[src/hdl/dars_pkg.sv]
// Shared types and constants for the disk arm request scheduler.
package dars_pkg;

  localparam int CYL_W = 8;
  localparam int SUM_W = 13;
  localparam logic [SUM_W-1:0] SUM_MAX = 13'h1FFF;
  localparam logic [CYL_W-1:0] MAX_CYL = 8'd199;

  typedef enum logic [2:0] {
    POL_FCFS      = 3'd0,
    POL_SSTF      = 3'd1,
    POL_LOOK_UP   = 3'd2,
    POL_LOOK_DOWN = 3'd3,
    POL_CSCAN     = 3'd4,
    POL_SCAN_UP   = 3'd5,
    POL_SCAN_DOWN = 3'd6,
    POL_SPARE     = 3'd7
  } policy_t;

  typedef enum logic [1:0] {
    PICK_UP   = 2'd0,
    PICK_DOWN = 2'd1,
    PICK_NEAR = 2'd2,
    PICK_FIFO = 2'd3
  } pick_t;

  typedef enum logic [1:0] {
    ST_IDLE,
    ST_SCAN,
    ST_DECIDE,
    ST_EMIT
  } state_t;

  // First sweep, second sweep, and the C-SCAN wrap stop at cylinder zero.
  typedef enum logic [1:0] {
    PH_FIRST,
    PH_SECOND,
    PH_ZERO
  } phase_t;

  typedef struct packed {
    logic                action;
    logic [CYL_W-1:0]    cylinder;
  } in_item_t;

  typedef struct packed {
    logic [CYL_W-1:0]    visit_cylinder;
    logic [CYL_W-1:0]    move_distance;
    logic [SUM_W-1:0]    total_seek;
    logic                is_last;
  } out_item_t;

  // Token passed cell to cell during a selection scan.
  typedef struct packed {
    logic             found;
    logic [CYL_W-1:0] cyl;
    logic [CYL_W-1:0] gap;
  } tok_t;

  typedef struct packed {
    logic             clear;
    pick_t            pick;
    logic [CYL_W-1:0] pos;
  } cell_ctl_t;

  function automatic logic [CYL_W-1:0] absdiff(input logic [CYL_W-1:0] a,
                                               input logic [CYL_W-1:0] b);
    absdiff = (a >= b) ? (a - b) : (b - a);
  endfunction

endpackage

[src/hdl/dars_cell.sv]
// One queue slot: holds a request, its served flag and compares against a passing token.
module dars_cell
  import dars_pkg::*;
#(
  parameter int IDX_W    = 5,
  parameter int CELL_IDX = 0
) (
  input  logic             clk,
  input  logic             rst,
  input  logic             load,
  input  logic [CYL_W-1:0] load_cyl,
  input  cell_ctl_t        ctl,
  input  logic             active,
  input  tok_t             tok_in,
  input  logic [IDX_W-1:0] idx_in,
  output tok_t             tok_out,
  output logic [IDX_W-1:0] idx_out,
  input  logic             take,
  output logic             pending
);
  logic [CYL_W-1:0] req;
  logic             served;
  logic             valid;
  logic             ok;
  logic             better;
  logic [CYL_W-1:0] d;
  tok_t             tok;

  always_ff @(posedge clk) begin
    if (rst || ctl.clear) begin
      valid  <= 1'b0;
      served <= 1'b0;
    end else if (load) begin
      valid  <= 1'b1;
      served <= 1'b0;
    end else if (take) begin
      served <= 1'b1;
    end
    if (load) req <= load_cyl;
  end

  assign pending = valid && !served;
  assign d       = absdiff(req, ctl.pos);

  always_comb begin
    ok     = 1'b0;
    better = 1'b0;
    case (ctl.pick)
      PICK_UP:   begin ok = req >= ctl.pos; better = req < tok_in.cyl; end
      PICK_DOWN: begin ok = req <= ctl.pos; better = req > tok_in.cyl; end
      PICK_NEAR: begin ok = 1'b1;           better = d < tok_in.gap;   end
      PICK_FIFO: begin ok = 1'b1;           better = 1'b0;             end
      default:   begin ok = 1'b0;           better = 1'b0;             end
    endcase
  end

  assign tok.found = 1'b1;
  assign tok.cyl   = req;
  assign tok.gap   = d;

  always_ff @(posedge clk) begin
    if (rst) begin
      tok_out <= '0;
      idx_out <= '0;
    end else if (active && pending && ok && (!tok_in.found || better)) begin
      tok_out <= tok;
      idx_out <= IDX_W'(CELL_IDX);
    end else begin
      tok_out <= tok_in;
      idx_out <= idx_in;
    end
  end
endmodule

[src/hdl/disk_arm_request_scheduler_unit.sv]
// Top level of the disk arm request scheduler: cell chain plus run sequencer.
//   channel  | handshake                        | payload
//   in       | in_valid / in_ready              | in_item_t  (action, cylinder)
//   out      | out_valid / out_ready            | out_item_t (stop, move, total, last)
//   cfg      | cfg_we                           | cfg_data (policy_mode)
// Loads can follow each other every cycle while idle.
// Each stop of a run costs a token scan over all cells, a decide state and
// an output state that waits for out_ready.
// A sweep change without a stop (LOOK, SCAN already at its end) adds a scan and a decide.
// The input is held off while a run is in progress; output stalls hold the run.
// Reset clears the queue, the policy and the arm state.
module disk_arm_request_scheduler_unit
  import dars_pkg::*;
#(
  parameter int QUEUE_DEPTH = 32
) (
  input  logic       clk,
  input  logic       rst,
  input  logic       in_valid,
  output logic       in_ready,
  input  in_item_t   in_data,
  output logic       out_valid,
  input  logic       out_ready,
  output out_item_t  out_data,
  input  logic       cfg_we,
  input  logic [2:0] cfg_data
);
  localparam int CNT_W = $clog2(QUEUE_DEPTH + 1);
  localparam int IDX_W = (QUEUE_DEPTH > 1) ? $clog2(QUEUE_DEPTH) : 1;

  policy_t                policy;
  state_t                 state, state_next;
  phase_t                 phase;
  logic [CNT_W-1:0]       count;
  logic [CNT_W-1:0]       step;
  logic [CYL_W-1:0]       head;
  logic [SUM_W-1:0]       seek;
  logic [CYL_W-1:0]       hold_mv;
  logic [CYL_W-1:0]       in_cyl;
  tok_t                   chain [QUEUE_DEPTH+1];
  logic [IDX_W-1:0]       chain_idx [QUEUE_DEPTH+1];
  tok_t                   win;
  logic [IDX_W-1:0]       win_idx;
  logic [QUEUE_DEPTH-1:0] pend;
  logic [QUEUE_DEPTH-1:0] take;
  cell_ctl_t              ctl;
  logic                   load;
  logic                   run_go;
  logic                   any_pend;
  logic                   scan_last;
  logic                   decide;
  logic                   take_fire;
  logic                   fin_ack;
  logic                   dec_stop;
  logic                   dec_take;
  logic                   dec_done;
  logic [CYL_W-1:0]       dec_cyl;
  phase_t                 dec_phase;
  logic [CYL_W-1:0]       end_cyl;
  logic [CYL_W-1:0]       mv;
  logic [SUM_W:0]         sum_w;
  logic [SUM_W-1:0]       sum_sat;

  assign in_cyl   = (in_data.cylinder > MAX_CYL) ? MAX_CYL : in_data.cylinder;
  assign load     = in_valid && in_ready && !in_data.action &&
                    (count < CNT_W'(QUEUE_DEPTH));
  assign run_go   = in_valid && in_ready && in_data.action;
  assign any_pend = |pend;

  always_ff @(posedge clk) begin
    if (rst) policy <= POL_FCFS;
    else if (cfg_we) policy <= policy_t'(cfg_data);
  end

  assign chain[0]     = '0;
  assign chain_idx[0] = '0;
  genvar g;
  generate
    for (g = 0; g < QUEUE_DEPTH; g++) begin : g_cell
      assign take[g] = take_fire && (win_idx == IDX_W'(g));
      dars_cell #(.IDX_W(IDX_W), .CELL_IDX(g)) u_cell (
        .clk(clk), .rst(rst),
        .load(load && (count == CNT_W'(g))), .load_cyl(in_cyl),
        .ctl(ctl), .active((state == ST_SCAN) && (step == CNT_W'(g))),
        .tok_in(chain[g]), .idx_in(chain_idx[g]),
        .tok_out(chain[g+1]), .idx_out(chain_idx[g+1]),
        .take(take[g]), .pending(pend[g])
      );
    end
  endgenerate

  assign win     = chain[QUEUE_DEPTH];
  assign win_idx = chain_idx[QUEUE_DEPTH];

  always_comb begin
    ctl.clear = fin_ack;
    ctl.pos   = head;
    case (policy)
      POL_SSTF:                     ctl.pick = PICK_NEAR;
      POL_LOOK_UP, POL_SCAN_UP:     ctl.pick = (phase == PH_FIRST) ? PICK_UP : PICK_DOWN;
      POL_LOOK_DOWN, POL_SCAN_DOWN: ctl.pick = (phase == PH_FIRST) ? PICK_DOWN : PICK_UP;
      POL_CSCAN:                    ctl.pick = PICK_UP;
      default:                      ctl.pick = PICK_FIFO;
    endcase
  end

  // Next stop after a scan: a queued request, a turnaround stop, a new sweep or the end.
  assign end_cyl = (policy == POL_SCAN_UP) ? MAX_CYL : '0;

  always_comb begin
    dec_stop  = 1'b0;
    dec_take  = 1'b0;
    dec_cyl   = win.cyl;
    dec_phase = phase;
    case (policy)
      POL_CSCAN: begin
        if (phase == PH_ZERO) begin
          dec_stop  = 1'b1;
          dec_cyl   = '0;
          dec_phase = PH_SECOND;
        end else if (win.found) begin
          dec_stop = 1'b1;
          dec_take = 1'b1;
        end else if (phase == PH_FIRST && any_pend) begin
          dec_stop  = 1'b1;
          dec_cyl   = MAX_CYL;
          dec_phase = PH_ZERO;
        end
      end
      POL_SCAN_UP, POL_SCAN_DOWN: begin
        if (win.found) begin
          dec_stop = 1'b1;
          dec_take = 1'b1;
        end else if (phase == PH_FIRST) begin
          dec_phase = PH_SECOND;
          if (head != end_cyl) begin
            dec_stop = 1'b1;
            dec_cyl  = end_cyl;
          end
        end
      end
      POL_LOOK_UP, POL_LOOK_DOWN: begin
        if (win.found) begin
          dec_stop = 1'b1;
          dec_take = 1'b1;
        end else if (phase == PH_FIRST) begin
          dec_phase = PH_SECOND;
        end
      end
      default: begin
        if (win.found) begin
          dec_stop = 1'b1;
          dec_take = 1'b1;
        end
      end
    endcase
    dec_done = !dec_stop && (dec_phase == phase);
  end

  assign mv      = absdiff(dec_cyl, head);
  assign sum_w   = {1'b0, seek} + {{(SUM_W-CYL_W+1){1'b0}}, mv};
  assign sum_sat = sum_w[SUM_W] ? SUM_MAX : sum_w[SUM_W-1:0];

  always_comb begin
    state_next = state;
    case (state)
      ST_IDLE:   if (run_go) state_next = ST_SCAN;
      ST_SCAN:   if (scan_last) state_next = ST_DECIDE;
      ST_DECIDE: state_next = (dec_stop || dec_done) ? ST_EMIT : ST_SCAN;
      ST_EMIT:   if (out_ready) state_next = out_data.is_last ? ST_IDLE : ST_SCAN;
      default:   state_next = ST_IDLE;
    endcase
  end

  always_comb begin
    in_ready  = (state == ST_IDLE);
    scan_last = (state == ST_SCAN) && (step == CNT_W'(QUEUE_DEPTH - 1));
    decide    = (state == ST_DECIDE);
    take_fire = decide && dec_take;
    fin_ack   = (state == ST_EMIT) && out_ready && out_data.is_last;
  end

  // head and seek always describe the held stop; it leaves once the next step is known.
  always_ff @(posedge clk) begin
    if (rst) begin
      state     <= ST_IDLE;
      phase     <= PH_FIRST;
      count     <= '0;
      step      <= '0;
      head      <= '0;
      seek      <= '0;
      hold_mv   <= '0;
      out_valid <= 1'b0;
      out_data  <= '0;
    end else begin
      state <= state_next;
      if (fin_ack) count <= '0;
      else if (load) count <= count + 1'b1;
      if (state == ST_SCAN) step <= step + 1'b1;
      else step <= '0;
      if (run_go) begin
        head    <= in_cyl;
        seek    <= '0;
        hold_mv <= '0;
        phase   <= PH_FIRST;
      end
      if (decide) begin
        phase <= dec_phase;
        if (dec_stop || dec_done) begin
          out_data.visit_cylinder <= head;
          out_data.move_distance  <= hold_mv;
          out_data.total_seek     <= seek;
          out_data.is_last        <= dec_done;
          out_valid               <= 1'b1;
        end
        if (dec_stop) begin
          head    <= dec_cyl;
          seek    <= sum_sat;
          hold_mv <= mv;
        end
      end
      if (state == ST_EMIT && out_ready) out_valid <= 1'b0;
    end
  end

`ifndef SYNTHESIS
  a_idle_no_output: assert property (@(posedge clk) disable iff (rst)
    in_ready |-> !out_valid) else $error("output pending while idle");
  a_count_bound: assert property (@(posedge clk) disable iff (rst)
    count <= CNT_W'(QUEUE_DEPTH)) else $error("queue count overflow");
  a_out_hold: assert property (@(posedge clk) disable iff (rst)
    (out_valid && !out_ready) |=> (out_valid && $stable(out_data)))
    else $error("output transaction changed while stalled");
  a_queue_cleared: assert property (@(posedge clk) disable iff (rst)
    (out_valid && out_ready && out_data.is_last) |=> (count == '0))
    else $error("queue not cleared after run");
`endif
endmodule

[config.mk]
export PLATFORM = sky130hd
export DESIGN_NAME = disk_arm_request_scheduler_unit
export DESIGN_NICKNAME = d
export VERILOG_FILES = /design/src/hdl/dars_pkg.sv /design/src/hdl/dars_cell.sv /design/src/hdl/disk_arm_request_scheduler_unit.sv
export SDC_FILE = /design/constraint.sdc
export NUM_CORES = 2
export LEC_CHECK = 0
export BUFFER_PORTS_ARGS = -buffer_cell sky130_fd_sc_hd__buf_2
export CORE_MARGIN = 3
export CORE_UTILIZATION = 48
export DETAILED_ROUTE_END_ITERATION = 12
export HOLD_SLACK_MARGIN = 0.05
export PLACE_DENSITY_LB_ADDON = 0.25
export SYNTH_ARGS = -nofsm -noshare
export SYNTH_HDL_FRONTEND = slang
export SYNTH_HIERARCHICAL = 1
export SYNTH_SLANG_ARGS = --single-unit
[constraint.sdc]
create_clock -name clk -period 24.7 [get_ports clk]
set_clock_uncertainty 0.15 [all_clocks]
set_input_delay 2.47 -clock clk [delete_from_list [all_inputs] [get_ports clk]]
set_output_delay 2.47 -clock clk [all_outputs]
set_load 0.01 [all_outputs]
== Word level (Yosys, flattened, before mapping) ==
Index checks and enable logic that the tools add are counted.
Storage, ports and cells
  output and inout port bits: 32
  word-level logic and storage cells: 1215
  input port bits: 17
  bits in registers: 1064
Cells by class
  add/subtract/negate cells: 69
  reductions and logical operators: 407
  magnitude comparators: 160
  equal/unequal tests: 111
  bitwise operators: 2
  muxes and demuxes: 205
Operator list (count)
  17-bit two-way mux: 32
  8-bit subtractor: 66
  8-bit less-than comparator: 62
  8-bit two-way mux: 47
  8-bit >= comparator: 33
  8-bit less-or-equal comparator: 32
  8-bit greater-than comparator: 31
  1-bit logical AND: 232
  6-bit by 5-bit == test with 1-bit output (second input constant): 32
  2-bit OR reduction: 66
  1-bit case mux with 4 select lines: 31
  6-bit by 4-bit == test with 1-bit output (second input constant): 16
  1-bit case mux with 3 select lines: 32
  5-bit == test (second input constant): 16
  5-bit two-way mux: 16
  1-bit zero test: 65
  13-bit two-way mux: 4
  6-bit by 3-bit == test with 1-bit output (second input constant): 8
  5-bit by 4-bit == test with 1-bit output (second input constant): 8
  1-bit logical OR: 33
  4-bit two-way mux: 8
  32-bit OR reduction: 1
  2-bit two-way mux: 13
  6-bit by 2-bit == test with 1-bit output (second input constant): 4
  other kinds (31): 66

== Depth between registers and ports, before layout ==
  word-level depth: 14
  gate-level depth with buffers: 24
  gate-level depth less buffers: 23

== Cells and area by module ==
The synthesis kept the hierarchy.
Modules (own cells, without submodules)
  dars_cell (g_cell[11].u_cell ...): area an instance 2193.4 µm², instances 6, seq. area each 720.7 µm², cells an instance 231
  dars_cell (g_cell[17].u_cell ...): area an instance 2160.8 µm², instances 6, seq. area each 720.7 µm², cells an instance 232
  dars_cell (g_cell[19].u_cell ...): area an instance 2173.3 µm², instances 4, seq. area each 720.7 µm², cells an instance 233
  dars_cell (g_cell[1].u_cell ...): area an instance 2170.8 µm², instances 4, seq. area each 720.7 µm², cells an instance 231
  dars_cell (g_cell[10].u_cell ...): area an instance 2198.4 µm², instances 3, seq. area each 720.7 µm², cells an instance 230
  dars_cell (g_cell[27].u_cell ...): area an instance 2189.6 µm², instances 3, seq. area each 720.7 µm², cells an instance 233
  disk_arm_request_scheduler_unit: area an instance 5263.8 µm², instances 1, seq. area each 1581.5 µm², cells an instance 694
  dars_cell (g_cell[15].u_cell ...): area an instance 2204.6 µm², instances 2, seq. area each 720.7 µm², cells an instance 231
  dars_cell (g_cell[9].u_cell): area an instance 2208.4 µm², instances 1, seq. area each 720.7 µm², cells an instance 231
  dars_cell (g_cell[16].u_cell): area an instance 2192.1 µm², instances 1, seq. area each 720.7 µm², cells an instance 229
  dars_cell (g_cell[31].u_cell): area an instance 2183.3 µm², instances 1, seq. area each 720.7 µm², cells an instance 234
  dars_cell (g_cell[0].u_cell): area an instance 2177.1 µm², instances 1, seq. area each 720.7 µm², cells an instance 227

== Worst setup path before layout ==
OpenSTA, ideal clock, no wires.
  path kind: register -> register
  from: register head[1]
  to: register seek[5]
  buffers on the path: 0
  library setup time: 0.154 ns
  data arrival time: 7.821 ns
  path slack: 16.575 ns
  data required time: 24.396 ns
  stages on the path, launching flop included: 23
  clock period less this slack: 8.125 ns
  cells stage by stage: dfxtp_1 nand4_1 or4_4 nand3_1 o21ai_0 nand3_1 a21oi_1 ha_1 fa_1 nand3b_1 nand2_1 o211ai_1 a211oi_1 nand3_1 or4_1 and2_1 ha_1 o21ai_0 nand2b_1 o31a_1 a41o_1 a21oi_1 a221oi_1
Between the ends
  longest elaborated chain between the ends: 11
  elaborated cells on any way between the ends: 17
  those cells by class: 3 x add/sub; 1 x order compare; 1 x eq/ne; 12 x mux
Ends and longest elaborated chain
  from (decl): line disk_arm_request_scheduler_unit.sv:36  | logic [CYL_W-1:0] head;
  from (signal assigned): line disk_arm_request_scheduler_unit.sv:202  | head <= in_cyl;
  from (signal assigned): line disk_arm_request_scheduler_unit.sv:217  | head <= dec_cyl;
  8-bit != test: line disk_arm_request_scheduler_unit.sv:136  | if (head != end_cyl) begin
  8-bit two-way mux: line disk_arm_request_scheduler_unit.sv:136
  8-bit two-way mux: line disk_arm_request_scheduler_unit.sv:134  | end else if (phase == PH_FIRST) begin
  8-bit two-way mux: line disk_arm_request_scheduler_unit.sv:131  | if (win.found) begin
  8-bit case mux with 2 select lines: line disk_arm_request_scheduler_unit.sv:115  | case (policy)
  8-bit subtractor / 8-bit >= comparator (equally long branches): line dars_pkg.sv:68  | absdiff = (a >= b) ? (a - b) : (b - a);
  8-bit two-way mux: line dars_pkg.sv:68
  13-bit by 8-bit adder with 14-bit output: line disk_arm_request_scheduler_unit.sv:161  | assign sum_w = {1'b0, seek} + {{(SUM_W-CYL_W+1){1'b0}}, mv};
  13-bit two-way mux: line disk_arm_request_scheduler_unit.sv:162  | assign sum_sat = sum_w[SUM_W] ? SUM_MAX : sum_w[SUM_W-1:0];
  13-bit two-way mux (*): line disk_arm_request_scheduler_unit.sv:216  | if (dec_stop) begin
  13-bit two-way mux (*): line disk_arm_request_scheduler_unit.sv:207  | if (decide) begin
  to (signal assigned): line disk_arm_request_scheduler_unit.sv:218  | seek <= sum_sat;
  to (decl): line disk_arm_request_scheduler_unit.sv:37  | logic [SUM_W-1:0] seek;
Mark *: on every way between the ends. The rest lies on a longest branch, timed or not.
A chain may end at the register's enable or synchronous reset.

== Final worst setup path ==
  from: register g_cell[19].u_cell.served
  to: register seek[0]
Between the ends
  longest elaborated chain between the ends: 14
  elaborated cells on any way between the ends: 20
  those cells by class: 3 x add/sub; 1 x order compare; 12 x mux; 4 x reduce/logical
Ends and longest elaborated chain
  from (decl): line dars_cell.sv:22  | logic served;
  from (signal assigned): line dars_cell.sv:32  | served <= 1'b0;
  from (signal assigned): line dars_cell.sv:35  | served <= 1'b0;
  from (signal assigned): line dars_cell.sv:37  | served <= 1'b1;
  1-bit zero test (*): line dars_cell.sv:42  | assign pending = valid && !served;
  1-bit logical AND (*): line dars_cell.sv:42
  via pend[19]: line disk_arm_request_scheduler_unit.sv:44  | logic [QUEUE_DEPTH-1:0] pend;
  32-bit OR reduction (*): line disk_arm_request_scheduler_unit.sv:68  | assign any_pend = |pend;
  1-bit logical AND (*): line disk_arm_request_scheduler_unit.sv:124  | end else if (phase == PH_FIRST && any_pend) begin
  8-bit two-way mux: line disk_arm_request_scheduler_unit.sv:124
  8-bit two-way mux: line disk_arm_request_scheduler_unit.sv:121  | end else if (win.found) begin
  8-bit two-way mux: line disk_arm_request_scheduler_unit.sv:117  | if (phase == PH_ZERO) begin
  8-bit case mux with 2 select lines: line disk_arm_request_scheduler_unit.sv:115
  8-bit subtractor / 8-bit >= comparator (equally long branches): line dars_pkg.sv:68
  8-bit two-way mux: line dars_pkg.sv:68
  13-bit by 8-bit adder with 14-bit output: line disk_arm_request_scheduler_unit.sv:161
  13-bit two-way mux: line disk_arm_request_scheduler_unit.sv:162
  13-bit two-way mux (*): line disk_arm_request_scheduler_unit.sv:216
  13-bit two-way mux (*): line disk_arm_request_scheduler_unit.sv:207
The timed path passes the listed nets; every way through them passes the cells marked *.

==> run summary <==
Root cell of the clock tree -> sky130_fd_sc_hd__clkbuf_16
Final critical-path share of the clock period -> 29.0%
Starting Density -> 48.5%
Full die area -> 161000 sq um
Buffers on Ports -> 48
Worst-case headroom to the max-slew limit -> 16.2%
Layout cell share with drive strength beyond 1 -> 8.64%
Area growth from synthesis to layout -> 7.65%
Crit path arrival time -> 7.61 ns
Post-CTS clock slew at the launch and capture registers of the worst setup and hold paths -> 0.06 ns
Post-route ant nets -> 0
RD Place Congestion -> 0.902
Path class of the lowest-slack min-delay path -> reg2reg
Crit Path Class -> reg2reg
Standby leakage power -> 0.0318 uW
Final hold violation count -> 0
Number of max-slew violations in the final report -> 0
Clock latency reported for the late side of the worst-skew pair -> 0.78 ns
Setup slack of the most critical reg-to-reg path -> 17.54 ns
Half-perimeter wire length after placement -> 159 mm
Row count -> 144
CTS Buffer Depth -> 3
Mapped Avg Cell Area -> 9.27 sq um
Average wire per cell in the routed design -> 21.2 microns
Detailed-route via count -> 57905
Cts-stage hold buffer count -> 0
Required time at the endpoint of the critical path -> 25.15 ns
Gate count after technology mapping -> 8075
Total design power -> 4550 uW
Synthesis warning total -> 6
Pwr/cell area -> 56.5 nW/um^2
Gr usage total -> 26.2%
Setup repair after global routing missed its margin -> false
Total I/O pin count -> 49
Number of levels the H-tree was split into -> 4
Run status -> finished clean
Minimum period implied by the final worst setup slack -> 7.16 ns
Maximum number of pins on one net before global-route repair -> 112
Floorplan die width -> 401 microns
Kind of start point of the critical path -> flop
Standard cell core area -> 154000 sq um
Number of setup violations in the final report -> 0
Initial antenna violation count -> 9
Layout net count -> 9134
Number of DRC violations after detailed routing -> 0
Total overflow reported by the global router -> 0
Largest fanout on the critical path -> 9
Number of setup buffers added after CTS -> 0
Clock Sinks -> 1095
Die height -> 401 microns
Final WL -> 217 mm
Transition time at the pin with the least slew margin -> 1.25 ns
Post-synthesis instance area -> 74800 sq um
Maximum operating frequency -> 140 MHz
Summed negative setup slack over all endpoints -> 0 ns
Number of cells upsized or downsized after cts -> 0
Via density per instance -> 5.67
Clock tree from TritonCTS -> yes
Length of the first detailed-routing pass in iterations -> 6
Count of max-cap constraint violations -> 0
Number of DRC violations after detailed-routing iteration 0 -> 4319
Largest vdd supply drop -> 53.3 uV
Crit. End Element -> flop
Via count of the first global-routing pass -> 57155
Cts bufs inserted -> 130
Global-route wire length before repair -> 332 mm
layout by cell type (no fill, tap or decap), types with 30 or more instances in the layout:
cell	instances
sky130_fd_sc_hd__mux2i_1	668
sky130_fd_sc_hd__o21ai_2	30
sky130_fd_sc_hd__clkbuf_16	135
sky130_fd_sc_hd__nor4_1	43
sky130_fd_sc_hd__o21ai_0	125
sky130_fd_sc_hd__a2111oi_0	46
sky130_fd_sc_hd__nand4_1	117
sky130_fd_sc_hd__inv_1	1168
sky130_fd_sc_hd__xnor2_1	102
sky130_fd_sc_hd__a211oi_1	39
sky130_fd_sc_hd__edfxtp_1	256
sky130_fd_sc_hd__nand2_1	338
sky130_fd_sc_hd__nor2b_1	57
sky130_fd_sc_hd__o211ai_1	65
sky130_fd_sc_hd__a21oi_2	40
sky130_fd_sc_hd__buf_4	57
sky130_fd_sc_hd__a2bb2oi_1	32
sky130_fd_sc_hd__conb_1	38
sky130_fd_sc_hd__nor2_2	42
sky130_fd_sc_hd__a21oi_1	393
sky130_fd_sc_hd__dfxtp_1	831
sky130_fd_sc_hd__nor3_1	54
sky130_fd_sc_hd__mux2_2	33
sky130_fd_sc_hd__a221oi_1	76
sky130_fd_sc_hd__o2111ai_2	32
sky130_fd_sc_hd__and2_1	77
sky130_fd_sc_hd__ha_1	992
sky130_fd_sc_hd__a31oi_1	135
sky130_fd_sc_hd__o211ai_2	30
sky130_fd_sc_hd__o22ai_1	33
sky130_fd_sc_hd__a21o_1	152
sky130_fd_sc_hd__fa_1	67
sky130_fd_sc_hd__or4_1	34
sky130_fd_sc_hd__o21ai_1	37
sky130_fd_sc_hd__xor2_1	106
sky130_fd_sc_hd__nor2_1	983
sky130_fd_sc_hd__nand3_1	68
sky130_fd_sc_hd__o21a_1	49
sky130_fd_sc_hd__a211o_1	32
sky130_fd_sc_hd__buf_2	47
per-layer routing:
layer	track usage (%)	wire, microns
met2	43.9	100000
met3	3.60	11900
met1	34.4	96100
met4	9.68	8570
met5	0	13
worst paths after layout:
check,from,end,cells after the start
hold reg to reg,g_cell[5].u_cell/idx_out[3],g_cell[6].u_cell/idx_out[3],1
hold / removal,g_cell[5].u_cell/idx_out[3],g_cell[6].u_cell/idx_out[3],1
setup reg to reg,g_cell[19].u_cell/served,seek[0],22
setup / recovery,g_cell[19].u_cell/served,seek[0],22
critical path: stages (launching register included):
cell                        delay [ns]
sky130_fd_sc_hd__dfxtp_1          0.32
sky130_fd_sc_hd__and2b_1          0.20
sky130_fd_sc_hd__nor4_1           0.67
sky130_fd_sc_hd__nand4_1          0.36
sky130_fd_sc_hd__o211ai_1         0.49
sky130_fd_sc_hd__o21ai_0          0.38
sky130_fd_sc_hd__a21oi_1          0.38
sky130_fd_sc_hd__inv_1            0.12
sky130_fd_sc_hd__ha_1             0.32
sky130_fd_sc_hd__nand4_1          0.15
sky130_fd_sc_hd__nand2_1          0.12
sky130_fd_sc_hd__o2111ai_1        0.26
sky130_fd_sc_hd__nand2_1          0.33
sky130_fd_sc_hd__and4_1           0.32
sky130_fd_sc_hd__or4_1            0.49
sky130_fd_sc_hd__and2_1           0.18
sky130_fd_sc_hd__ha_1             0.32
sky130_fd_sc_hd__o21ai_0          0.10
sky130_fd_sc_hd__nand2b_1         0.07
sky130_fd_sc_hd__o31a_1           0.11
sky130_fd_sc_hd__a41o_1           0.32
sky130_fd_sc_hd__a21oi_1          0.58
sky130_fd_sc_hd__a221oi_1         0.22
through the flow:
stage	area [sq um]	utilization, %	hold WS [ns]	std cells	setup slack, ns
final	80500	52.2	0.272	10216	17.54
after global routing	80500	52.2	0.282	10212	17.05
after CTS	80500	52.2	0.273	10211	17.65
after detailed placement	76200	49.3	0.260	9970	17.69
after global placement	76200	49.3	0.258	9970	17.67
after floorplan	75000	-	0.256	8112	16.58
sequential cells by signal, summed over array words and instances, names as in the netlist, 8 cells and up:
signal / count
g_cell.u_cell/idx_out: 160
g_cell.u_cell/req: 256
g_cell.u_cell/served: 32
g_cell.u_cell/tok_out: 536
g_cell.u_cell/valid: 32
head: 8
hold_mv: 8
out_data: 30
seek: 13
layout make-up:
cell class,count,area [sq um]
clock buffer,168,3640
multi-input combinational,5558,44000
tap,2044,2560
antenna,5,12.5
inverter,1168,4380
fill,14157,73900
clock inverter,73,737
sequential,1095,24500
timing repair buffer,105,678
power breakdown:
part / leakage [uW] / internal, uW / switching [uW]
Combinational: 0.0205 / 270 / 477
Sequential: 0.00908 / 1840 / 17.5
Clock: 0.00216 / 1120 / 822
No activity file was read; power rests on OpenSTA's default activity.
